### config.mk
export PLATFORM = sky130hd
export DESIGN_NAME = utf8_decoder_validator_unit
export DESIGN_NICKNAME = d
export VERILOG_FILES = /design/src/rtl/utf8dv_pkg.sv /design/src/rtl/utf8_decoder_validator_unit.sv /design/src/rtl/utf8dv_front.sv /design/src/rtl/utf8dv_queue.sv /design/src/rtl/utf8dv_back.sv
export VERILOG_INCLUDE_DIRS = /design/src /design/src/rtl
export SDC_FILE = /design/constraint.sdc
export NUM_CORES = 1
export LEC_CHECK = 0
export BUFFER_PORTS_ARGS = -buffer_cell sky130_fd_sc_hd__buf_2
export CORE_ASPECT_RATIO = 1.1
export CORE_MARGIN = 4
export CORE_UTILIZATION = 60
export DETAILED_ROUTE_END_ITERATION = 16
export GPL_ROUTABILITY_DRIVEN = 0
export MAX_ROUTING_LAYER = met4
export PLACE_DENSITY = 0.88
export SLEW_MARGIN = 10
export SYNTH_ARGS = -nofsm -noshare
export SYNTH_HDL_FRONTEND = slang
export SYNTH_SLANG_ARGS = --single-unit
### constraint.sdc
create_clock -name clock -period 11 [get_ports clock]
set_input_delay 3.3 -clock clock [delete_from_list [all_inputs] [get_ports clock]]
set_output_delay 3.3 -clock clock [all_outputs]
set_load 0.05 [all_outputs]
### src/rtl/utf8_decoder_validator_unit_assert.svh
// ----------------------------------------------------------------------------
// utf8 decoder assertion macros
// shared property forms for the decoder rtl
// ----------------------------------------------------------------------------
`ifndef UTF8_DECODER_VALIDATOR_UNIT_ASSERT_SVH
`define UTF8_DECODER_VALIDATOR_UNIT_ASSERT_SVH

// same-cycle implication, disabled in reset
`define UDV_ASSERT_NOW(label, clk, rst, ante, cons) \
   label: assert property (@(posedge clk) disable iff (rst) (ante) |-> (cons)) \
      else $error("utf8 decoder assertion failed");

// next-cycle implication, disabled in reset
`define UDV_ASSERT_NEXT(label, clk, rst, ante, cons) \
   label: assert property (@(posedge clk) disable iff (rst) (ante) |=> (cons)) \
      else $error("utf8 decoder assertion failed");

`endif

### src/rtl/utf8dv_pkg.sv
// ----------------------------------------------------------------------------
// utf8dv_pkg
// shared types and constants of the utf8 decoder and validator
// ----------------------------------------------------------------------------
`timescale 1ns / 1ps

package utf8dv_pkg;

   // output form codes
   localparam logic [1:0] FORM_UTF16 = 2'd0;
   localparam logic [1:0] FORM_UTF32 = 2'd1;
   localparam logic [1:0] FORM_CHECK = 2'd2;

   // byte boundaries
   localparam logic [7:0] BYTE_ASCII_END = 8'd128;
   localparam logic [7:0] BYTE_CONT_LAST = 8'd191;
   localparam logic [7:0] BYTE_LEAD2_MIN = 8'd194;
   localparam logic [7:0] BYTE_LEAD3_MIN = 8'd224;
   localparam logic [7:0] BYTE_LEAD4_MIN = 8'd240;
   localparam logic [7:0] BYTE_LEAD4_MAX = 8'd244;
   localparam logic [7:0] BYTE_LEAD_E0   = 8'd224;
   localparam logic [7:0] BYTE_LEAD_ED   = 8'd237;
   localparam logic [7:0] BYTE_LEAD_F0   = 8'd240;
   localparam logic [7:0] BYTE_LEAD_F4   = 8'd244;
   localparam logic [7:0] BYTE_CONT_A0   = 8'd160;
   localparam logic [7:0] BYTE_CONT_B0   = 8'd176;
   localparam logic [7:0] BYTE_CONT_90   = 8'd144;

   // code point constants
   localparam int         UNIT_W        = 21;
   localparam logic [20:0] CP_HIGH_SURR = 21'd55296;
   localparam logic [20:0] CP_LOW_SURR  = 21'd56320;
   localparam logic [20:0] CP_PLANE1    = 21'd65536;

   // job queue sizing
   localparam int QUEUE_DEPTH = 4;
   localparam int QUEUE_AW    = $clog2(QUEUE_DEPTH);
   localparam int QUEUE_CW    = $clog2(QUEUE_DEPTH + 1);

   // one queued job: the results caused by one request
   typedef struct packed {
      logic              unit_valid;
      logic              pair;
      logic [UNIT_W-1:0] unit_value;
      logic              status_valid;
      logic              status_ok;
   } job_type;

endpackage

### src/rtl/utf8_decoder_validator_unit.sv
// ----------------------------------------------------------------------------
// utf8_decoder_validator_unit
// utf-8 stream decoder to utf-16 / utf-32 units with validation status
// ----------------------------------------------------------------------------
//  channel   direction  payload
//  req_*     in         tdata[7:0] byte_value, tlast end_of_stream
//  rsp_*     out        tdata[20:0] unit_value, tdata[21] stream_ok,
//                       tuser result_kind, tlast last_result
//  csr_*     in         data[1:0] output_form
//
//  one request is taken per cycle while the job queue has room
//  each request yields zero to three results, sent one per cycle by the
//  result sequencer while rsp_tready is high, so a supplementary character
//  with end mark makes three; the four-entry job queue absorbs such bursts
//  reset is synchronous, clears sequence state and queue, output_form to 0
//  rsp stalls back up through the queue to req_tready
// ----------------------------------------------------------------------------
`timescale 1ns / 1ps

module utf8_decoder_validator_unit (
   input  logic        clock,
   input  logic        reset,
   input  logic        req_tvalid,
   output logic        req_tready,
   input  logic [7:0]  req_tdata,    // [7:0] byte_value
   input  logic        req_tlast,    // end_of_stream
   output logic        rsp_tvalid,
   input  logic        rsp_tready,
   output logic [23:0] rsp_tdata,    // [20:0] unit_value, [21] stream_ok
   output logic        rsp_tlast,    // last_result
   output logic        rsp_tuser,    // result_kind
   input  logic        csr_valid,
   output logic        csr_ready,
   input  logic [1:0]  csr_data      // [1:0] output_form
);

   logic [1:0]          form_ff;
   logic                queue_full;
   logic                push_valid;
   utf8dv_pkg::job_type push_job;
   logic                job_pop;
   logic                job_avail;
   utf8dv_pkg::job_type head_job;

   // output form register
   assign csr_ready = 1'b1;

   always_ff @(posedge clock) begin
      if (reset) begin
         form_ff <= utf8dv_pkg::FORM_UTF16;
      end else if (csr_valid && csr_ready) begin
         form_ff <= csr_data;
      end
   end

   utf8dv_front u_front (
      .clock      (clock),
      .reset      (reset),
      .form       (form_ff),
      .req_tvalid (req_tvalid),
      .req_tready (req_tready),
      .req_tdata  (req_tdata),
      .req_tlast  (req_tlast),
      .queue_full (queue_full),
      .push_valid (push_valid),
      .push_job   (push_job)
   );

   utf8dv_queue u_queue (
      .clock      (clock),
      .reset      (reset),
      .push_valid (push_valid),
      .push_job   (push_job),
      .full       (queue_full),
      .pop        (job_pop),
      .avail      (job_avail),
      .head_job   (head_job)
   );

   utf8dv_back u_back (
      .clock      (clock),
      .reset      (reset),
      .job_avail  (job_avail),
      .job        (head_job),
      .job_pop    (job_pop),
      .rsp_tvalid (rsp_tvalid),
      .rsp_tready (rsp_tready),
      .rsp_tdata  (rsp_tdata),
      .rsp_tlast  (rsp_tlast),
      .rsp_tuser  (rsp_tuser)
   );

endmodule

### src/rtl/utf8dv_front.sv
// ----------------------------------------------------------------------------
// utf8dv_front
// accepts bytes, tracks the partial sequence and queues result jobs
// ----------------------------------------------------------------------------
`timescale 1ns / 1ps

module utf8dv_front (
   input  logic                 clock,
   input  logic                 reset,
   input  logic [1:0]           form,
   input  logic                 req_tvalid,
   output logic                 req_tready,
   input  logic [7:0]           req_tdata,   // [7:0] byte_value
   input  logic                 req_tlast,   // end_of_stream
   input  logic                 queue_full,
   output logic                 push_valid,
   output utf8dv_pkg::job_type  push_job
);

   logic [7:0]  lead_ff, lead_in;
   logic [1:0]  left_ff, left_in;
   logic [20:0] part_ff, part_in;
   logic        lsd_ff, lsd_in;
   logic        err_ff, err_in;

   logic        accept;
   logic        emit;
   logic        emit_four;
   logic [20:0] emit_value;

   assign req_tready = !queue_full;
   assign accept     = req_tvalid && req_tready;

   // decode one byte against the held sequence
   always_comb begin
      logic [7:0]  b;
      logic        second;
      logic        bad;
      logic [20:0] shifted;
      b         = req_tdata;
      second    = 1'b0;
      bad       = 1'b0;
      shifted   = {part_ff[14:0], b[5:0]};
      lead_in   = lead_ff;
      left_in   = left_ff;
      part_in   = part_ff;
      lsd_in    = lsd_ff;
      err_in    = err_ff;
      emit      = 1'b0;
      emit_four = 1'b0;
      emit_value = '0;
      if (!err_ff) begin
         if (left_ff == 2'd0) begin
            if (lsd_ff && b != utf8dv_pkg::BYTE_LEAD_ED) begin
               err_in = 1'b1;
            end else if (b < utf8dv_pkg::BYTE_ASCII_END) begin
               emit       = 1'b1;
               emit_value = {13'd0, b};
            end else if (b < utf8dv_pkg::BYTE_LEAD2_MIN || b > utf8dv_pkg::BYTE_LEAD4_MAX) begin
               err_in = 1'b1;
            end else begin
               lead_in = b;
               if (b < utf8dv_pkg::BYTE_LEAD3_MIN) begin
                  left_in = 2'd1;
                  part_in = {16'd0, b[4:0]};
               end else if (b < utf8dv_pkg::BYTE_LEAD4_MIN) begin
                  left_in = 2'd2;
                  part_in = {17'd0, b[3:0]};
               end else begin
                  left_in = 2'd3;
                  part_in = {18'd0, b[2:0]};
               end
            end
         end else if (b < utf8dv_pkg::BYTE_ASCII_END || b > utf8dv_pkg::BYTE_CONT_LAST) begin
            err_in = 1'b1;
         end else begin
            // extra range checks on the second byte
            second = (lead_ff >= utf8dv_pkg::BYTE_LEAD3_MIN &&
                      lead_ff < utf8dv_pkg::BYTE_LEAD4_MIN && left_ff == 2'd2) ||
                     (lead_ff >= utf8dv_pkg::BYTE_LEAD4_MIN && left_ff == 2'd3);
            if (second) begin
               if (lead_ff == utf8dv_pkg::BYTE_LEAD_E0 && b < utf8dv_pkg::BYTE_CONT_A0)
                  bad = 1'b1;
               if (lead_ff == utf8dv_pkg::BYTE_LEAD_ED)
                  bad = lsd_ff ? (b < utf8dv_pkg::BYTE_CONT_B0)
                               : (b >= utf8dv_pkg::BYTE_CONT_B0);
               if (lead_ff == utf8dv_pkg::BYTE_LEAD_F0 && b < utf8dv_pkg::BYTE_CONT_90)
                  bad = 1'b1;
               if (lead_ff == utf8dv_pkg::BYTE_LEAD_F4 && b >= utf8dv_pkg::BYTE_CONT_90)
                  bad = 1'b1;
            end
            if (bad) begin
               err_in = 1'b1;
            end else begin
               part_in = shifted;
               left_in = left_ff - 2'd1;
               if (left_ff == 2'd1) begin
                  emit       = 1'b1;
                  emit_value = shifted;
                  if (lead_ff >= utf8dv_pkg::BYTE_LEAD4_MIN) begin
                     emit_four = 1'b1;
                  end else if (lead_ff == utf8dv_pkg::BYTE_LEAD_ED) begin
                     if (lsd_ff)
                        lsd_in = 1'b0;
                     else if (shifted >= utf8dv_pkg::CP_HIGH_SURR &&
                              shifted < utf8dv_pkg::CP_LOW_SURR)
                        lsd_in = 1'b1;
                  end
               end
            end
         end
      end
   end

   // build the job for this request
   always_comb begin
      push_job              = '0;
      push_job.unit_value   = emit_value;
      push_job.unit_valid   = emit && (form == utf8dv_pkg::FORM_UTF16 ||
                                       form == utf8dv_pkg::FORM_UTF32);
      push_job.pair         = emit && emit_four && form == utf8dv_pkg::FORM_UTF16;
      push_job.status_valid = req_tlast;
      push_job.status_ok    = !err_in && left_in == 2'd0 && !lsd_in;
      push_valid = accept && (push_job.unit_valid || push_job.status_valid);
   end

   // sequence state, cleared at end of stream
   always_ff @(posedge clock) begin
      if (reset) begin
         lead_ff <= '0;
         left_ff <= '0;
         part_ff <= '0;
         lsd_ff  <= 1'b0;
         err_ff  <= 1'b0;
      end else if (accept) begin
         if (req_tlast) begin
            lead_ff <= '0;
            left_ff <= '0;
            part_ff <= '0;
            lsd_ff  <= 1'b0;
            err_ff  <= 1'b0;
         end else begin
            lead_ff <= lead_in;
            left_ff <= left_in;
            part_ff <= part_in;
            lsd_ff  <= lsd_in;
            err_ff  <= err_in;
         end
      end
   end

endmodule

### src/rtl/utf8dv_queue.sv
// ----------------------------------------------------------------------------
// utf8dv_queue
// short job queue between the byte front end and the result sequencer
// ----------------------------------------------------------------------------
`timescale 1ns / 1ps

module utf8dv_queue (
   input  logic                 clock,
   input  logic                 reset,
   input  logic                 push_valid,
   input  utf8dv_pkg::job_type  push_job,
   output logic                 full,
   input  logic                 pop,
   output logic                 avail,
   output utf8dv_pkg::job_type  head_job
);

   localparam int AW = utf8dv_pkg::QUEUE_AW;
   localparam int CW = utf8dv_pkg::QUEUE_CW;

   utf8dv_pkg::job_type slot_ff [utf8dv_pkg::QUEUE_DEPTH];
   logic [AW-1:0] wr_ff, wr_in;
   logic [AW-1:0] rd_ff, rd_in;
   logic [CW-1:0] count_ff, count_in;
   logic          do_push;
   logic          do_pop;

   assign full     = count_ff == CW'(utf8dv_pkg::QUEUE_DEPTH);
   assign avail    = count_ff != '0;
   assign head_job = slot_ff[rd_ff];
   assign do_push  = push_valid && !full;
   assign do_pop   = pop && avail;

   // pointer and count update
   always_comb begin
      wr_in    = wr_ff;
      rd_in    = rd_ff;
      count_in = count_ff;
      if (do_push)
         wr_in = (wr_ff == AW'(utf8dv_pkg::QUEUE_DEPTH - 1)) ? '0 : wr_ff + 1'b1;
      if (do_pop)
         rd_in = (rd_ff == AW'(utf8dv_pkg::QUEUE_DEPTH - 1)) ? '0 : rd_ff + 1'b1;
      if (do_push && !do_pop)
         count_in = count_ff + 1'b1;
      else if (!do_push && do_pop)
         count_in = count_ff - 1'b1;
   end

   always_ff @(posedge clock) begin
      if (reset) begin
         wr_ff    <= '0;
         rd_ff    <= '0;
         count_ff <= '0;
      end else begin
         wr_ff    <= wr_in;
         rd_ff    <= rd_in;
         count_ff <= count_in;
      end
   end

   // job storage
   always_ff @(posedge clock) begin
      if (do_push)
         slot_ff[wr_ff] <= push_job;
   end

endmodule

### src/rtl/utf8dv_back.sv
// ----------------------------------------------------------------------------
// utf8dv_back
// expands queued jobs into one result per cycle, unless rsp stalls, behind an output register
// ----------------------------------------------------------------------------
`timescale 1ns / 1ps
`include "utf8_decoder_validator_unit_assert.svh"

module utf8dv_back (
   input  logic                 clock,
   input  logic                 reset,
   input  logic                 job_avail,
   input  utf8dv_pkg::job_type  job,
   output logic                 job_pop,
   output logic                 rsp_tvalid,
   input  logic                 rsp_tready,
   output logic [23:0]          rsp_tdata,   // [20:0] unit_value, [21] stream_ok
   output logic                 rsp_tlast,   // last_result
   output logic                 rsp_tuser    // result_kind
);

   logic [1:0]  phase_ff, phase_in;
   logic        valid_ff, valid_in;
   logic [20:0] unit_ff, unit_in;
   logic        ok_ff, ok_in;
   logic        kind_ff, kind_in;
   logic        last_ff, last_in;

   logic        load;
   logic [1:0]  n_units;
   logic [1:0]  n_total;
   logic [20:0] offset;
   logic [20:0] hi_unit;
   logic [20:0] lo_unit;

   assign load = !valid_ff || rsp_tready;

   // surrogate split of a supplementary code point
   assign offset  = job.unit_value - utf8dv_pkg::CP_PLANE1;
   assign hi_unit = {11'd0, offset[19:10]} + utf8dv_pkg::CP_HIGH_SURR;
   assign lo_unit = {11'd0, offset[9:0]} + utf8dv_pkg::CP_LOW_SURR;

   assign n_units = job.pair ? 2'd2 : {1'b0, job.unit_valid};
   assign n_total = n_units + {1'b0, job.status_valid};

   // pick the result for the current phase of the head job
   always_comb begin
      phase_in = phase_ff;
      valid_in = valid_ff;
      unit_in  = unit_ff;
      ok_in    = ok_ff;
      kind_in  = kind_ff;
      last_in  = last_ff;
      job_pop  = 1'b0;
      if (load) begin
         valid_in = job_avail;
         if (job_avail) begin
            if (phase_ff < n_units) begin
               kind_in = 1'b0;
               ok_in   = 1'b0;
               if (job.pair)
                  unit_in = (phase_ff == 2'd0) ? hi_unit : lo_unit;
               else
                  unit_in = job.unit_value;
            end else begin
               kind_in = 1'b1;
               ok_in   = job.status_ok;
               unit_in = '0;
            end
            last_in = phase_ff == (n_total - 2'd1);
            if (last_in) begin
               job_pop  = 1'b1;
               phase_in = 2'd0;
            end else begin
               phase_in = phase_ff + 2'd1;
            end
         end
      end
   end

   // control registers
   always_ff @(posedge clock) begin
      if (reset) begin
         phase_ff <= '0;
         valid_ff <= 1'b0;
      end else begin
         phase_ff <= phase_in;
         valid_ff <= valid_in;
      end
   end

   // result payload
   always_ff @(posedge clock) begin
      unit_ff <= unit_in;
      ok_ff   <= ok_in;
      kind_ff <= kind_in;
      last_ff <= last_in;
   end

   assign rsp_tvalid = valid_ff;
   assign rsp_tdata  = {2'd0, ok_ff, unit_ff};
   assign rsp_tlast  = last_ff;
   assign rsp_tuser  = kind_ff;

   // checks
   `UDV_ASSERT_NOW(a_status_is_last, clock, reset, valid_ff && kind_ff, last_ff)
   `UDV_ASSERT_NOW(a_unit_not_ok, clock, reset, valid_ff && !kind_ff, !ok_ff)
   `UDV_ASSERT_NOW(a_phase_range, clock, reset, 1'b1, phase_ff != 2'd3)
   `UDV_ASSERT_NOW(a_pop_needs_job, clock, reset, job_pop, job_avail)
   `UDV_ASSERT_NEXT(a_fill_empty_reg, clock, reset, !valid_ff && job_avail, valid_ff)

endmodule
* Word-level counts from Yosys, hierarchy flattened *
Memories as Yosys holds them, arrays and structs flattened. A register that Yosys moved wholly into a read port is not among the register bits.
Index checks and enable logic that the tools add are counted.

cells by class
  bitwise logic cells = 0
  reductions and logical operators = 41
  multipliers = 0
  muxes and demuxes = 89
  magnitude comparators = 17
  shift operators = 0
  div/mod/pow operators = 0
  equal/unequal tests = 22
  add/subtract/negate cells = 11

operators with widths
  operator                count
  $mux 21                 8
  $mux 15                 8
  $lt 8x8->1 const B      8
  $mux 8                  7
  $mux 1                  47
  $add 10x16->17 const B  2
  $eq 8x8->1 const B      4
  $ge 8x8->1 const B      4
  $mux 2                  15
  $ge 21x16->1 const B    1
  $lt 21x16->1 const B    1
  $sub 20x17->20 const B  1
  $logic_and 1x1->1       19
  $gt 8x8->1 const B      2
  $ne 3x3->1 const B      3
  $eq 2x2->1 const B      4
  $logic_not 2->1         4
  $ne 2x2->1 const B      4
  $ne 8x8->1 const B      1
  $reduce_and 7->1        1
  $add 2x1->2 const B     3
  $logic_not 1->1         6
  $logic_or 1x1->1        6
  $mux 3                  2
  15 further kinds        19

word-level totals
  register bits = 63
  bits in read-only memories = 0
  bits in latches = 0
  memories kept = 1
  RAM bits = 100
  input port bits = 16

memory list
  memory           depth  width  rd ports  clocked after memory_dff  write ports  RTL line            text
  u_queue.slot_ff  4      25     1         1                         1            utf8dv_queue.sv:21  utf8dv_pkg::job_type slot_ff [utf8dv_pkg::QUEUE_DEPTH];

* Logic depth before layout (Yosys ltp) *
  depth after elaboration = 22
  mapped depth = 16
  mapped depth without buffers = 14

* By module *
Synthesis repeated with hierarchy kept, for this count alone.

unflattened totals
  cell total of the unflattened synthesis = 510
  area, all modules = 7260.7 µm²

modules (own cells, without submodules)
  module                       cells each  sequential area each (µm²)  times used  area each (µm²)
  utf8dv_queue                 181         3183.1                      1           4111.4
  utf8dv_front                 207         540.5                       1           1756.7
  utf8dv_back                  114         780.7                       1           1313.8
  utf8_decoder_validator_unit  8           40.0                        1           78.8

* Least setup slack after synthesis *
Ideal clock, no wire load.

  path type = input to register
  start = input port req_tdata[6]
  end = register u_queue.count_ff[2]
  arrival time = 5725 ps
  cell stages on the path = 12
  slack = 5204 ps
  cells stage by stage = buf_2 > nand2b_1 > nor2_1 > and2_1 > o21ai_0 > a21oi_1 > ha_1 > inv_1 > fa_1 > xor2_1 > or3_1 > a21oi_1

on the way
  longest elaborated chain between the ends = 21

RTL lines
  element                      RTL line                           text
  start, declared              utf8_decoder_validator_unit.sv:25  input logic [7:0] req_tdata,
  $lt 8x8->1                   utf8dv_front.sv:82                 if (lead_ff == utf8dv_pkg::BYTE_LEAD_E0 && b < utf8dv_pkg::BYTE_CONT_A0)
  $logic_and 1x1->1            utf8dv_front.sv:82
  $mux 1                       utf8dv_front.sv:82
  $mux 1                       utf8dv_front.sv:84                 if (lead_ff == utf8dv_pkg::BYTE_LEAD_ED)
  $mux 1                       utf8dv_front.sv:87                 if (lead_ff == utf8dv_pkg::BYTE_LEAD_F0 && b < utf8dv_pkg::BYTE_CONT_90)
  $mux 1                       utf8dv_front.sv:89                 if (lead_ff == utf8dv_pkg::BYTE_LEAD_F4 && b >= utf8dv_pkg::BYTE_CONT_90)
  $mux 1                       utf8dv_front.sv:81                 if (second) begin
  $mux 1                       utf8dv_front.sv:74                 end else if (b < utf8dv_pkg::BYTE_ASCII_END || b > utf8dv_pkg::BYTE_CONT_LAST) begin
  [... 6 more ...]             -
  $logic_and 1x1->1 *          utf8dv_front.sv:119                push_job.unit_valid = emit && (form == utf8dv_pkg::FORM_UTF16 ||
  $logic_or 1x1->1 *           utf8dv_front.sv:124                push_valid = accept && (push_job.unit_valid || push_job.status_valid);
  $logic_and 1x1->1 *          utf8dv_front.sv:124
  $logic_and 1x1->1 *          utf8dv_queue.sv:31                 assign do_push = push_valid && !full;
  via u_queue.do_push          utf8dv_queue.sv:25                 logic do_push;
  $logic_not 1->1              utf8dv_queue.sv:45                 else if (!do_push && do_pop)
  $logic_and 1x1->1            utf8dv_queue.sv:45
  $reduce_bool 2->1 (no line)  -
  end signal, assigned         utf8dv_queue.sv:57                 count_ff <= count_in;
  end, declared                utf8dv_queue.sv:24                 logic [CW-1:0] count_ff, count_in;

Mark *: on every way through the listed nets, which the timed path passes. The rest lies on a longest branch. The select of a mux whose other input is x is not followed.
A chain may end at the register's enable or synchronous reset.

* Worst setup path in the final report *
Ends and elaborated chain as after synthesis.

==> flow_summary.json <==
{
  "die-height_um": 122,
  "ys.warnings.count": 0,
  "num_antenna_cells": 0,
  "synth-xor-area-share": 0.00993,
  "viasPerCell": 6.25,
  "fmax_ghz": 0.173,
  "cts-root-buf": "clkbuf_16",
  "hold_viol": 0,
  "slew_headroom": 0.351,
  "vias": 4448,
  "numClockSinks": 165,
  "coreArea_um2": 11500,
  "ant_nets": 0,
  "async_flop_share": 0,
  "std_cell_rows": 41,
  "post-route-period-util": 0.524,
  "crit_buf_inv": 2,
  "drt-initial-drc-count": 402,
  "ir_drop_mv": 0.156,
  "crit_fanout": 9,
  "overflow": 0,
  "pwr-share-seq": 0.407,
  "synth_simple_gate_area_frac": 0.108,
  "finalSetupViolCount": 0,
  "area.growth.synth_to_final_pct": 12.1,
  "die_area_um2": 13600,
  "drive_above_1_share": 0.206,
  "worstPathRequired_ns": 11.34,
  "pin_count": 45,
  "crit-reg2reg-capture": "u_queue.count_ff[2]$_SDFFE_PP0P_",
  "htreeDepth": 4,
  "netlist.top_cell.by_area": "edfxtp_1",
  "worstSetupPathType": "primary input to register",
  "portBuffers": 41,
  "cp_top_family": "simple AND/OR/NAND/NOR gates",
  "netlist_instances": 511,
  "cts_hold_buf": 0,
  "drtPass1Iterations": 7,
  "period_needed_ns": 5.76,
  "synthAdderAreaFrac": 0.0277,
  "synth-edff-count": 124,
  "powerDensity_nw_per_um2": 260,
  "ys_seq_area_frac": 0.644,
  "slowest_stage": "a21oi_1",
  "ys_ff_latch": 165,
  "cts.repair.resized": 0,
  "min-delay-start": "u_back.rsp_tvalid$_SDFFE_PP0N_",
  "final.setup_skew_ns": 0.0114,
  "clkPwrFrac": 0.274,
  "rr_worst_depth": 15,
  "crit_chain": "buf_2, nand2b_1, nor2_1, and2_1, o21ai_0, a21oi_1, ha_1, inv_1, fa_1, xor2_1, or3_1, a21oi_1",
  "synth_top_family_by_area": "simple AND/OR/NAND/NOR gates",
  "stdcell_count": 712,
  "grt_pass1_vias": 4543,
  "cap_violations": 0,
  "post-route-drc-count": 0,
  "slowest_delay_ns": 0.47,
  "min_path_type": "register to register",
  "wirelength_um": 14900,
  "antenna_found_initial": 0,
  "yosys-top-cells-area": "edfxtp_1, dfxtp_1, mux4_2, and2_1, ha_1",
  "cp-end-kind": "register",
  "outcome": "finished, final reports clean",
  "nNetsFinal": 580,
  "startpoint": "req_tdata[6]",
  "tightest_slew_ns": 0.973,
  "numCtsBuffers": 17,
  "cts_tree": "done",
  "combPwrFrac": 0.319,
  "avgSynthCellArea_um2": 13.8,
  "wl_per_cell_um": 20.9,
  "rsz0062_at_grt": "false",
  "synth.area.mux_share": 0.0929,
  "grt_max_degree": 27,
  "synth.distinct_cells": 54,
  "r2r_slack_ns": 6.93,
  "start_util": 0.614,
  "clk_latency_ns": 0.42,
  "p_sw_frac": 0.367,
  "cp_data_arrival_time_ns": 6.11,
  "grt_pass1_wl_um": 24000,
  "slew_viol_final": 0,
  "clkSlewWorstSetupHoldPaths_ns": 0.07,
  "synth_area_um2": 7060,
  "synth_compound_area_frac": 0.0844,
  "worstSetupStartpointType": "primary input",
  "setup_tns_ns": 0,
  "p_sw_mw": 0.753,
  "dp_hpwl_um": 9420,
  "post_cts_buffers": 0,
  "crit_end": "u_queue.count_ff[2]$_SDFFE_PP0P_",
  "die_width_um": 111,
  "synth_top_area_share": 0.528,
  "synthFlopType": "edfxtp_1",
  "dp_cells": 680,
  "p_leak_nw": 2.81,
  "clockBufferDepth": 2,
  "cp.depth": 12,
  "grtUsageTotal": 0.242,
  "cp_common_cell": "a21oi_1",
  "p_int_mw": 1.30
}
worst min-delay path by stage:
stage / endpoint / slack [ns] / cells past startpoint
2_1_floorplan: u_front.part_ff[9]$_SDFFE_PP0P_ / 0.46 / 1
3_3_place_gp: u_back.rsp_tvalid$_SDFFE_PP0N_ / 0.46 / 2
3_5_place_dp: u_back.rsp_tvalid$_SDFFE_PP0N_ / 0.47 / 2
4_1_cts: u_back.rsp_tvalid$_SDFFE_PP0N_ / 0.48 / 2
5_1_grt: u_back.rsp_tvalid$_SDFFE_PP0N_ / 0.50 / 2
6_report: u_back.rsp_tvalid$_SDFFE_PP0N_ / 0.49 / 2
synthesized netlist by cell type (13+ instances only):
| cell type | instances |
|---|---|
| a21oi_1 | 28 |
| edfxtp_1 | 124 |
| ha_1 | 14 |
| inv_1 | 19 |
| and2_1 | 33 |
| o21ai_0 | 14 |
| dfxtp_1 | 41 |
| nor2_1 | 38 |
| nand3_1 | 13 |
| mux4_2 | 25 |
| nand2_1 | 36 |
| clkbuf_1 | 14 |
worst min-delay path, stage by stage, from the launching register on:
cell and delay [ns]:
dfxtp_1 0.33, nand2_1 0.06, a21oi_1 0.05
final cells by class:
type | instances | area (µm²)
Clock buffer | 17 | 425
Clock inverter | 15 | 141
Fill cell | 787 | 3580
Inverter | 19 | 71.3
Multi-Input combinational cell | 299 | 2290
Sequential cell | 165 | 4540
Tap cell | 150 | 188
Timing Repair Buffer | 47 | 250
sequential cells by signal (all words and copies together), names as in the netlist, 3 cells and up, named ones only:
register,flops
u_queue.slot_ff,100
u_back.unit_ff,21
u_front.part_ff,15
u_front.lead_ff,8
u_queue.count_ff,3
per-stage QoR:
stage                     utilization  setup WS [ns]  hold WS (ns)  cell area [µm²]  power [mW]
final                           0.688           5.24         0.486             7910        2.05
after global routing            0.688           5.03         0.500             7910        2.15
after CTS                       0.688           5.25         0.479             7910        2.06
after detailed placement        0.639           4.82         0.467             7340        1.50
after global placement          0.639           5.00         0.457             7340        1.47
after floorplan                     -           5.20         0.456             7060        1.36
logic make-up after synthesis:
kind of cell    count (synthesis)
buf+inv                        48
simple gates                  154
flops                         165
other cells                     2
fa+ha+maj                      15
xor+xnor                        8
mux                            34
compound gates                 85
per-layer routing:
metal	GRT usage	share of wire	up-vias
met5	-	0	-
met4	0.0913	0.028	0
met3	0.0591	0.067	39
met2	0.425	0.54	229
met1	0.268	0.36	2201
li1	-	-	1979
cells in the final DEF, fill, tap and decap left out, types with 12 or more instances in the layout:
| cell | synthesis | routed |
|---|---|---|
| a22o_1 | 12 | 12 |
| edfxtp_1 | 124 | 124 |
| nand3_1 | 13 | 13 |
| mux4_2 | 25 | 25 |
| nand2_1 | 36 | 36 |
| and2_1 | 33 | 33 |
| o21ai_0 | 14 | 14 |
| inv_1 | 19 | 19 |
| a21oi_1 | 28 | 28 |
| ha_1 | 14 | 14 |
| nor2_1 | 38 | 38 |
| clkbuf_16 | 0 | 17 |
| dfxtp_1 | 41 | 41 |
| buf_2 | 6 | 41 |
power by group through the flow:
stage / Sequential (mW) / Clock [mW] / Combinational (mW)
final: 0.836 / 0.562 / 0.655
after floorplan: 1.01 / 0 / 0.358
after global routing: 0.846 / 0.595 / 0.704
after global placement: 0.841 / 0 / 0.631
after CTS: 0.837 / 0.566 / 0.659
after detailed placement: 0.849 / 0 / 0.653
(Power assumes the default switching activity.)
